**config.mk**
```make
export PLATFORM = sky130hd
export DESIGN_NAME = clock_set_and_view_control_top
export DESIGN_NICKNAME = d
export VERILOG_FILES = /design/src/rtl/csvc_pkg.sv /design/src/rtl/clock_set_and_view_control_top.sv
export VERILOG_INCLUDE_DIRS = /design/src /design/src/rtl
export SDC_FILE = /design/constraint.sdc
export NUM_CORES = 1
export LEC_CHECK = 0
export BUFFER_PORTS_ARGS = -buffer_cell sky130_fd_sc_hd__buf_2
export CORE_MARGIN = 2
export CORE_UTILIZATION = 25
export CTS_CLUSTER_SIZE = 28
export DETAILED_ROUTE_END_ITERATION = 10
export PLACE_DENSITY_LB_ADDON = 0.25
export REMOVE_ABC_BUFFERS = 1
export SYNTH_ARGS = -nofsm -noshare
export SYNTH_HDL_FRONTEND = slang
export SYNTH_SLANG_ARGS = --single-unit
```
**constraint.sdc**
```tcl
create_clock -name clk -period 10.88 [get_ports clk]
set_clock_uncertainty 0.05 [all_clocks]
set_input_delay 2.176 -clock clk [delete_from_list [all_inputs] [get_ports clk]]
set_output_delay 2.176 -clock clk [all_outputs]
set_load 0.1 [all_outputs]
```
**src/rtl/assert_macros.svh**
```systemverilog
// Assertion macros shared by the RTL.
// No dependencies; included by files that carry concurrent checks.
`ifndef ASSERT_MACROS_SVH
`define ASSERT_MACROS_SVH

// antecedent implies consequent in the same cycle
`define ASSERT_IMPLY(label, clk, rst, ante, cons) \
  label: assert property (@(posedge clk) disable iff (rst) (ante) |-> (cons)) \
    else $error("assertion failed");

// antecedent implies consequent in the next cycle
`define ASSERT_NEXT(label, clk, rst, ante, cons) \
  label: assert property (@(posedge clk) disable iff (rst) (ante) |=> (cons)) \
    else $error("assertion failed");

`endif

```
**src/rtl/csvc_pkg.sv**
```systemverilog
// Package for the clock set and view controller.
// Holds action and edit mode codes, view codes and the digit helpers.
package csvc_pkg;

  localparam logic [1:0] ACT_SET   = 2'd0;
  localparam logic [1:0] ACT_NEXT  = 2'd1;
  localparam logic [1:0] ACT_SEC   = 2'd2;
  localparam logic [1:0] ACT_HALF  = 2'd3;

  localparam logic [2:0] EM_VIEW = 3'd0;
  localparam logic [2:0] EM_MIN  = 3'd2;
  localparam logic [2:0] EM_HRS  = 3'd3;
  localparam logic [2:0] EM_DAY  = 3'd4;
  localparam logic [2:0] EM_MON  = 3'd5;
  localparam logic [2:0] EM_YRS  = 3'd6;

  localparam logic [1:0] VIEW_TIME = 2'd0;
  localparam logic [1:0] VIEW_DATE = 2'd1;
  localparam logic [1:0] VIEW_YEAR = 2'd2;
  localparam logic [1:0] VIEW_TEMP = 2'd3;

  localparam logic [1:0] REG_TIME_DWELL  = 2'd0;
  localparam logic [1:0] REG_OTHER_DWELL = 2'd1;

  localparam logic [7:0] DP_BIT = 8'b1000_0000;

  localparam logic [6:0] MINUTE_MAX = 7'd59;
  localparam logic [6:0] HOUR_MAX   = 7'd23;
  localparam logic [6:0] DAY_MAX    = 7'd31;
  localparam logic [6:0] MONTH_MAX  = 7'd12;
  localparam logic [6:0] YEAR_MAX   = 7'd20;

  typedef logic [7:0] seg_t;

  function automatic seg_t seg_of(input logic [3:0] v);
    seg_t s;
    case (v)
      4'd0:    s = 8'h3F;
      4'd1:    s = 8'h06;
      4'd2:    s = 8'h5B;
      4'd3:    s = 8'h4F;
      4'd4:    s = 8'h66;
      4'd5:    s = 8'h6D;
      4'd6:    s = 8'h7D;
      4'd7:    s = 8'h07;
      4'd8:    s = 8'h7F;
      4'd9:    s = 8'h6F;
      4'd10:   s = 8'h77;
      4'd11:   s = 8'h7C;
      4'd12:   s = 8'h39;
      4'd13:   s = 8'h5E;
      4'd14:   s = 8'h79;
      default: s = 8'h71;
    endcase
    return s;
  endfunction

  // quotient by ten for values below 1024
  function automatic logic [6:0] div10(input logic [9:0] v);
    logic [17:0] p;
    p = {8'd0, v} * 18'd205;
    return p[17:11];
  endfunction

  function automatic logic [3:0] mod10(input logic [9:0] v, input logic [6:0] q);
    logic [9:0] r;
    r = v - ({3'd0, q} * 10'd10);
    return r[3:0];
  endfunction

endpackage

```
**src/rtl/clock_set_and_view_control_top.sv**
```systemverilog
// Clock set and view controller, top level.
// Depends on csvc_pkg and assert_macros.svh.
//
// Usage: one transaction on the input channel (in_valid/in_ready) carries an
// action (set key, next key, one-second tick, half-second tick) with the RTC
// time, temperature and rotate switch. Each transaction yields exactly one
// result transaction on the output channel (out_valid/out_ready) with four
// segment bytes, a display update flag, an RTC write flag and the held time.
// The result is written into the output register at the edge that accepts
// the transaction. Throughput is one transaction per cycle unless the
// receiver stalls; the state update and frame rendering are a single
// combinational pass between the input handshake and the output register.
// When stalled, the output register holds and in_ready drops until taken.
// Reset clears the edit mode, view, held time, blink phase, countdown and the
// output valid, and loads the dwell registers with 8 and 2.
// The APB port holds time_view_dwell at 0x0 and other_view_dwell at 0x4.
`include "assert_macros.svh"

module clock_set_and_view_control_top
  import csvc_pkg::*;
(
  input  logic        clk,
  input  logic        rst,
  input  logic        psel,
  input  logic        penable,
  input  logic        pwrite,
  input  logic [2:0]  paddr,
  input  logic [31:0] pwdata,
  output logic [31:0] prdata,
  output logic        pready,
  input  logic        in_valid,
  output logic        in_ready,
  input  logic [1:0]  action,
  input  logic [5:0]  rtc_minute,
  input  logic [4:0]  rtc_hour,
  input  logic [4:0]  rtc_day,
  input  logic [3:0]  rtc_month,
  input  logic [6:0]  rtc_year,
  input  logic [9:0]  temperature,
  input  logic        auto_rotate,
  output logic        out_valid,
  input  logic        out_ready,
  output logic [7:0]  seg_first,
  output logic [7:0]  seg_second,
  output logic [7:0]  seg_third,
  output logic [7:0]  seg_fourth,
  output logic        display_update,
  output logic        rtc_write,
  output logic [5:0]  out_minute,
  output logic [4:0]  out_hour,
  output logic [4:0]  out_day,
  output logic [3:0]  out_month,
  output logic [6:0]  out_year
);

  logic [3:0] time_view_dwell;
  logic [3:0] other_view_dwell;
  logic [2:0] edit_mode, edit_mode_next;
  logic [1:0] view_select, view_select_next;
  logic [5:0] held_minute, held_minute_next;
  logic [4:0] held_hour, held_hour_next;
  logic [4:0] held_day, held_day_next;
  logic [3:0] held_month, held_month_next;
  logic [6:0] held_year, held_year_next;
  logic       blink_phase, blink_phase_next;
  logic [3:0] rotate_countdown, rotate_countdown_next;

  logic       in_fire;
  logic       cfg_write;
  logic [1:0] cfg_index;
  logic       upd, wr;
  seg_t       d0, d1, d2, d3;

  logic [6:0] pair_hi, pair_lo;
  logic [6:0] hi_q, lo_q;
  logic [3:0] hi_r, lo_r;
  logic [15:0] t_prod;
  logic [3:0] t_hund_q, t_hund;
  logic [6:0] t_q10, t_q100;
  logic [3:0] t_tens, t_units;

  assign pready    = 1'b1;
  assign in_ready  = !out_valid || out_ready;
  assign in_fire   = in_valid && in_ready;
  assign cfg_write = psel && penable && pwrite && pready;
  assign cfg_index = {1'b0, paddr[2]};

  always_comb begin
    case (cfg_index)
      REG_TIME_DWELL:  prdata = {28'd0, time_view_dwell};
      REG_OTHER_DWELL: prdata = {28'd0, other_view_dwell};
      default:         prdata = 32'd0;
    endcase
  end

  always_ff @(posedge clk) begin
    if (rst) begin
      time_view_dwell  <= 4'd8;
      other_view_dwell <= 4'd2;
    end else if (cfg_write) begin
      case (cfg_index)
        REG_TIME_DWELL:  time_view_dwell  <= pwdata[3:0];
        REG_OTHER_DWELL: other_view_dwell <= pwdata[3:0];
        default: ;
      endcase
    end
  end

  // state update
  always_comb begin
    edit_mode_next        = edit_mode;
    view_select_next      = view_select;
    held_minute_next      = held_minute;
    held_hour_next        = held_hour;
    held_day_next         = held_day;
    held_month_next       = held_month;
    held_year_next        = held_year;
    blink_phase_next      = blink_phase;
    rotate_countdown_next = rotate_countdown;
    wr                    = 1'b0;
    upd                   = 1'b0;
    case (action)
      ACT_SET: begin
        if (edit_mode == EM_YRS) begin
          wr             = 1'b1;
          edit_mode_next = EM_VIEW;
        end else if (edit_mode == EM_VIEW) begin
          edit_mode_next = EM_MIN;
        end else begin
          edit_mode_next = edit_mode + 3'd1;
        end
      end
      ACT_NEXT: begin
        case (edit_mode)
          EM_MIN: held_minute_next = ({1'b0, held_minute} == MINUTE_MAX) ? 6'd0
                                     : held_minute + 6'd1;
          EM_HRS: held_hour_next = ({2'b0, held_hour} == HOUR_MAX) ? 5'd0
                                   : held_hour + 5'd1;
          EM_DAY: held_day_next = ({2'b0, held_day} == DAY_MAX) ? 5'd1
                                  : held_day + 5'd1;
          EM_MON: held_month_next = ({3'b0, held_month} == MONTH_MAX) ? 4'd1
                                    : held_month + 4'd1;
          EM_YRS: held_year_next = (held_year == YEAR_MAX) ? 7'd0
                                   : held_year + 7'd1;
          default: begin
            wr               = 1'b1;
            view_select_next = view_select + 2'd1;
          end
        endcase
      end
      ACT_SEC: begin
        if (edit_mode == EM_VIEW) begin
          upd = 1'b1;
          if (view_select != VIEW_TEMP) begin
            held_minute_next = rtc_minute;
            held_hour_next   = rtc_hour;
            held_day_next    = rtc_day;
            held_month_next  = rtc_month;
            held_year_next   = rtc_year;
          end
          if (auto_rotate) begin
            if (rotate_countdown == 4'd0) begin
              view_select_next      = view_select + 2'd1;
              rotate_countdown_next = (view_select_next == VIEW_TIME) ? time_view_dwell
                                      : other_view_dwell;
            end else begin
              rotate_countdown_next = rotate_countdown - 4'd1;
            end
          end
        end
      end
      default: begin
        if (edit_mode != EM_VIEW) begin
          upd              = 1'b1;
          blink_phase_next = !blink_phase;
        end
      end
    endcase
  end

  // digit split
  always_comb begin
    if (action == ACT_SEC) begin
      case (view_select)
        VIEW_TIME: begin
          pair_hi = {2'b0, held_hour_next};
          pair_lo = {1'b0, held_minute_next};
        end
        VIEW_DATE: begin
          pair_hi = {2'b0, held_day_next};
          pair_lo = {3'b0, held_month_next};
        end
        default: begin
          pair_hi = YEAR_MAX;
          pair_lo = held_year_next;
        end
      endcase
    end else begin
      case (edit_mode)
        EM_MIN, EM_HRS: begin
          pair_hi = {2'b0, held_hour_next};
          pair_lo = {1'b0, held_minute_next};
        end
        EM_DAY, EM_MON: begin
          pair_hi = {2'b0, held_day_next};
          pair_lo = {3'b0, held_month_next};
        end
        default: begin
          pair_hi = YEAR_MAX;
          pair_lo = held_year_next;
        end
      endcase
    end
  end

  assign hi_q = div10({3'd0, pair_hi});
  assign lo_q = div10({3'd0, pair_lo});
  assign hi_r = mod10({3'd0, pair_hi}, hi_q);
  assign lo_r = mod10({3'd0, pair_lo}, lo_q);

  assign t_prod   = {6'd0, temperature} * 16'd41;
  assign t_hund_q = t_prod[15:12];
  assign t_hund   = (t_hund_q >= 4'd10) ? t_hund_q - 4'd10 : t_hund_q;
  assign t_q10    = div10(temperature);
  assign t_q100   = div10({3'd0, t_q10});
  assign t_tens   = mod10({3'd0, t_q10}, t_q100);
  assign t_units  = mod10(temperature, t_q10);

  // frame rendering
  always_comb begin
    d0 = seg_of(hi_q[3:0]);
    d1 = seg_of(hi_r);
    d2 = seg_of(lo_q[3:0]);
    d3 = seg_of(lo_r);
    if (action == ACT_SEC) begin
      case (view_select)
        VIEW_TIME: d1 = d1 | DP_BIT;
        VIEW_DATE: begin
          d1 = d1 | DP_BIT;
          d3 = d3 | DP_BIT;
        end
        VIEW_TEMP: begin
          d0 = 8'd0;
          d1 = seg_of(t_hund);
          d2 = seg_of(t_tens) | DP_BIT;
          d3 = seg_of(t_units);
        end
        default: ;
      endcase
    end else begin
      case (edit_mode)
        EM_MIN, EM_HRS: d1 = d1 | DP_BIT;
        EM_DAY, EM_MON: begin
          d1 = d1 | DP_BIT;
          d3 = d3 | DP_BIT;
        end
        EM_YRS: ;
        default: begin
          d0 = 8'd0;
          d1 = 8'd0;
          d2 = 8'd0;
          d3 = 8'd0;
        end
      endcase
      if (!blink_phase) begin
        if (edit_mode == EM_HRS || edit_mode == EM_DAY) begin
          d0 = 8'd0;
          d1 = 8'd0;
        end else begin
          d2 = 8'd0;
          d3 = 8'd0;
        end
      end
    end
    if (!upd) begin
      d0 = 8'd0;
      d1 = 8'd0;
      d2 = 8'd0;
      d3 = 8'd0;
    end
  end

  always_ff @(posedge clk) begin
    if (rst) begin
      edit_mode        <= EM_VIEW;
      view_select      <= VIEW_TIME;
      held_minute      <= 6'd0;
      held_hour        <= 5'd0;
      held_day         <= 5'd0;
      held_month       <= 4'd0;
      held_year        <= 7'd0;
      blink_phase      <= 1'b0;
      rotate_countdown <= 4'd0;
      out_valid        <= 1'b0;
    end else begin
      if (in_fire) begin
        edit_mode        <= edit_mode_next;
        view_select      <= view_select_next;
        held_minute      <= held_minute_next;
        held_hour        <= held_hour_next;
        held_day         <= held_day_next;
        held_month       <= held_month_next;
        held_year        <= held_year_next;
        blink_phase      <= blink_phase_next;
        rotate_countdown <= rotate_countdown_next;
        out_valid        <= 1'b1;
      end else if (out_ready) begin
        out_valid <= 1'b0;
      end
    end
  end

  always_ff @(posedge clk) begin
    if (in_fire) begin
      seg_first      <= d0;
      seg_second     <= d1;
      seg_third      <= d2;
      seg_fourth     <= d3;
      display_update <= upd;
      rtc_write      <= wr;
      out_minute     <= held_minute_next;
      out_hour       <= held_hour_next;
      out_day        <= held_day_next;
      out_month      <= held_month_next;
      out_year       <= held_year_next;
    end
  end

  `ASSERT_IMPLY(a_write_no_frame, clk, rst, out_valid && rtc_write, !display_update)
  `ASSERT_IMPLY(a_blank_without_update, clk, rst, out_valid && !display_update,
    seg_first == 8'd0 && seg_second == 8'd0 && seg_third == 8'd0 && seg_fourth == 8'd0)
  `ASSERT_NEXT(a_year_exit_writes, clk, rst,
    in_fire && action == ACT_SET && edit_mode == EM_YRS,
    out_valid && rtc_write && edit_mode == EM_VIEW)

endmodule
```
==> metrics.csv, run 1 <==
stage,metric,value,unit
status,status,"finished, final reports clean",
sta,Final min period,10.45,ns
placed_design,port bufs,117,
clock_tree,# H-tree levels,3,
sta,Max Fclk,0.0957,GHz
clock_tree,clock sink count,106,
clock_tree,Clock transition at path regs,0.09,ns
placed_design,Post-DP HPWL,27600,µm
sta,Final setup viols,0,
yosys,Yosys cell types,100,
floorplan,Die Ht,229,µm
critical_path,crit path from,temperature[3],
grt,initial antenna violation count,0,
layout,most frequent cells in the layout,"ha_1, inv_1, buf_2, nor2_1, nand2_1",
grt,vias in the first global route,10211,
critical_path,Reg2Reg Setup Slack,2.16,ns
detailed_routing,Remaining DRCs,0,
critical_path,CP startpoint kind,input port,
critical_path,Reg2Reg Launch Point,edit_mode[2]$_SDFFE_PP0P_,
critical_path,Critical Path Most Common Cell,fa_1,
yosys,Main synth FF type,edfxtp_1,
detailed_routing,drt via density,4.74,
layout,"most common cell after layout, fill and taps aside",ha_1,
critical_path,CP Capture Type,flop,
sta,Worst Slack Setup Final,0.431,ns
critical_path,Critical Path End,seg_third[3]$_SDFFCE_PN0P_,
critical_path,CP max-delay cell,fa_1,
yosys,sequential cell area fraction in the yosys report,21.5,%
yosys,synthesized flop and latch total,106,
layout,number of fill cells,5355,
floorplan,DIE AREA,0.0524,mm²
yosys,fraction of registers with async set/reset,0,%
run,total of max-cap violations,0,
critical_path,CP Max Fanout,5,
clock_tree,Inserted Clock Buffers,9,
clock_tree,CTS tree,built,
grt,global-route wire length before repair,54900,µm
sta,Slew HR,27.3,%
placed_design,"worst slack, placed",-0.663,ns
placed_design,gpl congestion,0.846,
critical_path,FF-to-FF path depth,29,
sta,fin crit share,96.0,%
yosys,mean post-synth cell area,8.90,µm²
layout,number of diodes,0,
critical_path,crit path kind,in -> reg,
sta,Final Max Tran Viols,0,
grt,GRT Overall Usage,13.0,%
critical_path,CP peak stage delay,0.53,ns
sta,worst slew pin tran,1.08,ns
layout,fraction of layout cells with a size suffix above 1,18.3,%
detailed_routing,average wire per standard cell,15.4,µm
floorplan,Initial Util,25.3,%
detailed_routing,Pre-Repair DR Iteration Count,5,
floorplan,chip width,229,µm
detailed_routing,DRT iter0 DRCs,674,
clock_tree,worst skew pair latency,0.39,ns
floorplan,core outline area,0.0501,mm²
layout,P&R area growth vs syn,16.8,%
grt,grt ovf,0,
clock_tree,Max Buffers Root-to-Sink,2,
grt,largest net degree at the start of global routing,69,
detailed_routing,Routed Antenna Nets,0,
yosys,number of synthesized flops with an enable pin,60,
sta,final hold viol count,0,
hold_path,Hold WC Path Type,reg -> reg,
yosys,synthesized instance count,1420,
floorplan,I/O Pins,178,
yosys,Mapped Area,0.0126,mm²
layout,nets@finish,1920,
critical_path,"Req. time, crit path",10.96,ns
critical_path,RR Endpoint,seg_fourth[3]$_SDFFCE_PN0P_,
yosys,YS warnings,0,
clock_tree,Root Driver,clkbuf_16,
detailed_routing,vias,10618,
detailed_routing,final WL,34600,µm
floorplan,num rows,82,
critical_path,WP data arrival,10.53,ns
==> flip-flops by register name, summed over array words and instances (netlist names), 6 cells and up <==
signal       count
held_minute      6
held_year        7
out_minute       6
out_year         7
seg_first        7
seg_fourth       8
seg_second       8
seg_third        8
==> layer usage <==
layer / vias to the layer above / GRT usage, % / share of wire, %
met3: 20 / 1.47 / 4.4
met1: 5031 / 17.5 / 47
met2: 259 / 22.1 / 47
li1: 5308 / - / -
met4: 0 / 3.31 / 1.2
met5: - / 0 / 0
==> stage by stage <==
| stage | hold WS (ns) | TNS (ns) | area [µm²] | util [%] | instances |
|---|---|---|---|---|---|
| 2_1_floorplan | 0.399 | -0.805 | 12300 | - | 1367 |
| 3_3_place_gp | 0.414 | -3.14 | 14200 | 28.4 | 2222 |
| 3_5_place_dp | 0.435 | -3.98 | 14200 | 28.4 | 2222 |
| 4_1_cts | 0.453 | 0 | 14500 | 29.0 | 2238 |
| 5_1_grt | 0.465 | -0.0111 | 14800 | 29.5 | 2242 |
| 6_report | 0.454 | 0 | 14800 | 29.5 | 2242 |
==> worst max-delay path, delay by kind of cell <==
family                     cells  cell delay (ns)
xor gates and xnor gates       6             1.02
buffers and inverters          7             0.67
and+or+nand+nor                5             0.50
AOI/OAI and AO/OA             11             1.81
adders and majority gates     12             4.34
==> synth_stat cells, drive strengths merged, types with 7 or more instances <==
| cell type | number | share of area, % |
|---|---|---|
| o211ai | 14 | 0.83 |
| mux2i | 23 | 1.8 |
| o221ai | 7 | 0.48 |
| nand2b | 9 | 0.45 |
| and3 | 11 | 0.58 |
| a22oi | 15 | 0.93 |
| o21ai | 42 | 1.7 |
| a31oi | 11 | 0.59 |
| o22ai | 11 | 0.64 |
| buf | 48 | 2.7 |
| nand3 | 31 | 1.2 |
| xor2 | 19 | 1.3 |
| dfxtp | 46 | 7.3 |
| inv | 183 | 5.4 |
| a21oi | 59 | 2.3 |
| nor2b | 10 | 0.49 |
| nor3 | 32 | 1.4 |
| xnor2 | 24 | 1.9 |
| nor3b | 7 | 0.49 |
| nand4 | 11 | 0.54 |
| or2 | 11 | 0.54 |
| mux2 | 14 | 1.2 |
| a221oi | 7 | 0.58 |
| nand2 | 99 | 3.0 |
| and2 | 15 | 0.74 |
| edfxtp | 60 | 14 |
| clkbuf | 33 | 0.98 |
| a22o | 11 | 0.76 |
| ha | 231 | 23 |
| nor2 | 111 | 3.3 |
| a211oi | 29 | 1.8 |
| a21o | 21 | 1.2 |
| fa | 42 | 6.7 |
==> logic make-up (layout without fill, tap and decap cells) <==
group,after synthesis,count (layout),synth area share (%)
AOI/OAI and AO/OA,304,304,17.7
xor gates and xnor gates,43,43,3.19
adders and majority gates,273,273,29.5
buffers and inverters,265,387,9.13
DFF,106,106,21.5
muxes,39,39,3.42
other,2,30,0.0594
and+or+nand+nor,388,388,15.5
==> final cells by class <==
type	count	area (µm²)	share of cell area, %
Timing Repair Buffer	187	1120	7.57
Inverter	184	693	4.70
Sequential cell	106	2720	18.4
Clock buffer	9	225	1.53
Multi-Input combinational cell	1077	9090	61.5
Clock inverter	7	77.6	0.525
Tap cell	672	841	5.70
==> worst min path at each step <==
stage / endpoint / slack, ns / from / depth (start not counted)
6_report: time_view_dwell[3]$_SDFFE_PP1P_ / 0.45 / time_view_dwell[3]$_SDFFE_PP1P_ / 1
5_1_grt: time_view_dwell[3]$_SDFFE_PP1P_ / 0.46 / time_view_dwell[3]$_SDFFE_PP1P_ / 1
4_1_cts: time_view_dwell[3]$_SDFFE_PP1P_ / 0.45 / time_view_dwell[3]$_SDFFE_PP1P_ / 1
3_5_place_dp: time_view_dwell[3]$_SDFFE_PP1P_ / 0.44 / time_view_dwell[3]$_SDFFE_PP1P_ / 1
3_3_place_gp: time_view_dwell[3]$_SDFFE_PP1P_ / 0.41 / time_view_dwell[3]$_SDFFE_PP1P_ / 1
2_1_floorplan: time_view_dwell[3]$_SDFFE_PP1P_ / 0.40 / time_view_dwell[3]$_SDFFE_PP1P_ / 1
==> timing repair <==
item,in CTS,in global routing
resized for setup,3,31
setup buffers,0,4
hold buffers,0,0
endpoints found under the setup margin,7,7
pin swaps,1,28
Power of run 1 is not shown: default switching activity piles up to over one toggle a cycle in this logic, so the estimate is an artifact.
==> run 2, diff against run 1 <==
RECOVER_POWER = 100   (was unset)
clock period = 13.5 ns   (was 10.88 ns; I/O delays follow)
==> run 2 against run 1 <==
The flow now finishes with violations (max-capacitance violations, max-slew violations). Design area is 5.8% lower. Setup slack better by 0.88 ns. Hold slack worse by 0.0064 ns.
==> metrics.csv, run 2 (synthesis results as in run 1) <==
stage,metric,value,unit,change
clock_tree,worst skew pair latency,0.38,ns,about the same
clock_tree,Inserted Clock Buffers,9,,unchanged
layout,P&R area growth vs syn,10.0,%,
grt,global-route wire length before repair,54600,µm,-0.44%
sta,Final setup viols,0,,unchanged
sta,Slew HR,-162,%,-190 points
layout,number of fill cells,5439,,+1.6%
clock_tree,post-CTS resize count,0,,-3
placed_design,port bufs,117,,unchanged
clock_tree,CTS tree,built,,
clock_tree,Clock transition at path regs,0.08,ns,about the same
grt,largest net degree at the start of global routing,75,,+8.7%
layout,most frequent cells in the layout,"ha_1, inv_1, nor2_1, nand2_1, clkbuf_1",,
floorplan,DIE AREA,0.0524,mm²,unchanged
run,total of max-cap violations,2,,+2
grt,initial antenna violation count,0,,unchanged
placed_design,Post-DP HPWL,27200,µm,-1.6%
critical_path,CP Capture Type,flop,,
floorplan,Initial Util,25.3,%,unchanged
layout,"most common cell after layout, fill and taps aside",ha_1,,
critical_path,CP Max Fanout,16,,+11
critical_path,CP max-delay cell,fa_1,,
floorplan,core outline area,0.0501,mm²,unchanged
floorplan,num rows,82,,unchanged
sta,RSZ-0062 raised after global routing,no,,
sta,worst slew pin tran,3.93,ns,+2.85 ns
critical_path,crit path kind,in -> reg,,
grt,vias in the first global route,9972,,-2.3%
grt,GRT Overall Usage,13.0,%,-0.044 points
sta,worst hold margin,0.448,ns,-0.00639 ns
placed_design,gpl congestion,0.822,,-2.9%
floorplan,Die Ht,229,µm,unchanged
hold_path,Hold WC Path Type,reg -> reg,,
detailed_routing,DRT iter0 DRCs,565,,-16%
sta,Final Max Tran Viols,122,,+122
detailed_routing,final WL,34200,µm,-0.92%
floorplan,chip width,229,µm,unchanged
critical_path,WP data arrival,12.39,ns,+1.86 ns
sta,final hold viol count,0,,unchanged
sta,Final min period,12.19,ns,
critical_path,CP startpoint kind,input port,,
detailed_routing,vias,10372,,-2.3%
sta,TNS Setup,0,ns,unchanged
grt,grt ovf,0,,unchanged
clock_tree,Post-CTS Setup Bufs,0,,unchanged
detailed_routing,drt via density,4.75,,+0.37%
critical_path,FF-to-FF path depth,27,,-6.9%
layout,Layout Utilization,27.8,%,-1.7 points
sta,fin crit share,90.3,%,
clock_tree,Root Driver,clkbuf_16,,
detailed_routing,average wire per standard cell,15.7,µm,+1.8%
hold_path,Hold Path Depth,1,,unchanged
status,violated checks,"max-capacitance violations, max-slew violations",,
detailed_routing,Pre-Repair DR Iteration Count,5,,unchanged
layout,fraction of layout cells with a size suffix above 1,7.81,%,-11 points
clock_tree,Hold Buf Count CTS,0,,unchanged
layout,biggest registers after layout,"seg_fourth: 8 flops, seg_second: 8 flops, seg_third: 8 flops",,
clock_tree,Max Buffers Root-to-Sink,2,,unchanged
critical_path,"Req. time, crit path",13.71,ns,+2.75 ns
status,status,finished with violations,,
sta,Max Fclk,0.0820,GHz,
floorplan,I/O Pins,178,,unchanged
detailed_routing,Routed Antenna Nets,0,,unchanged
layout,number of diodes,0,,unchanged
critical_path,CP peak stage delay,0.54,ns,about the same
layout,nets@finish,1860,,-3.1%
clock_tree,# H-tree levels,3,,unchanged
clock_tree,clock sink count,106,,unchanged
detailed_routing,Remaining DRCs,0,,unchanged
==> run 2: cell types whose count changed in the layout (fill, tap and decap cells not counted), sizes merged <==
cell,before,now
clkbuf,10,83
inv,184,182
bufinv,1,2
clkinv,5,4
clkinvlp,1,2
buf,186,54
==> run 2: per-layer routing <==
metal | routed length [µm] | track usage (%) | up-vias
li1 | - | - | 5191
met1 | 16300 | 17.9 | 4924
met2 | 15700 | 21.0 | 231
met3 | 1530 | 1.67 | 26
met4 | 668 | 4.14 | 0
met5 | 0 | 0 | -
==> run 2: stage by stage <==
stage	std cells	instance area, µm²	setup WS, ns
finish	2182	13900	1.31
global route	2182	13900	0.655
CTS	2182	14100	1.63
detailed placement	2166	13800	1.25
global placement	2166	13800	1.27
floorplan	1367	12300	1.82
==> run 2: critical path: cells and delay by family <==
kind	cells	cell delay, ns
AOI/OAI and AO/OA	10	2.19
adders and majority gates	12	4.65
xor gates and xnor gates	6	1.11
buffers and inverters	6	0.92
and+or+nand+nor	4	0.43
muxes	1	0.40
==> run 2: area by class of cell <==
| cell class | instances | area, µm² | area share (%) |
|---|---|---|---|
| Clock buffer | 10 | 229 | 1.65 |
| Timing Repair Buffer | 127 | 557 | 4.00 |
| Multi-Input combinational cell | 1077 | 8780 | 63.1 |
| Inverter | 184 | 692 | 4.97 |
| Sequential cell | 106 | 2720 | 19.6 |
| Tap cell | 672 | 841 | 6.05 |
| Clock inverter | 6 | 90.1 | 0.648 |
==> run 2: path summary, 6_finish.rpt <==
path,from,to,slack (ns)
setup reg to reg,view_select[0]$_SDFFE_PP0P_,seg_fourth[3]$_SDFFCE_PN0P_,3.48
hold / removal,time_view_dwell[3]$_SDFFE_PP1P_,time_view_dwell[3]$_SDFFE_PP1P_,0.45
hold reg to reg,time_view_dwell[3]$_SDFFE_PP1P_,time_view_dwell[3]$_SDFFE_PP1P_,0.45
setup / recovery,temperature[3],seg_third[0]$_SDFFCE_PN0P_,1.31
Power of run 2 is left out for the same reason.
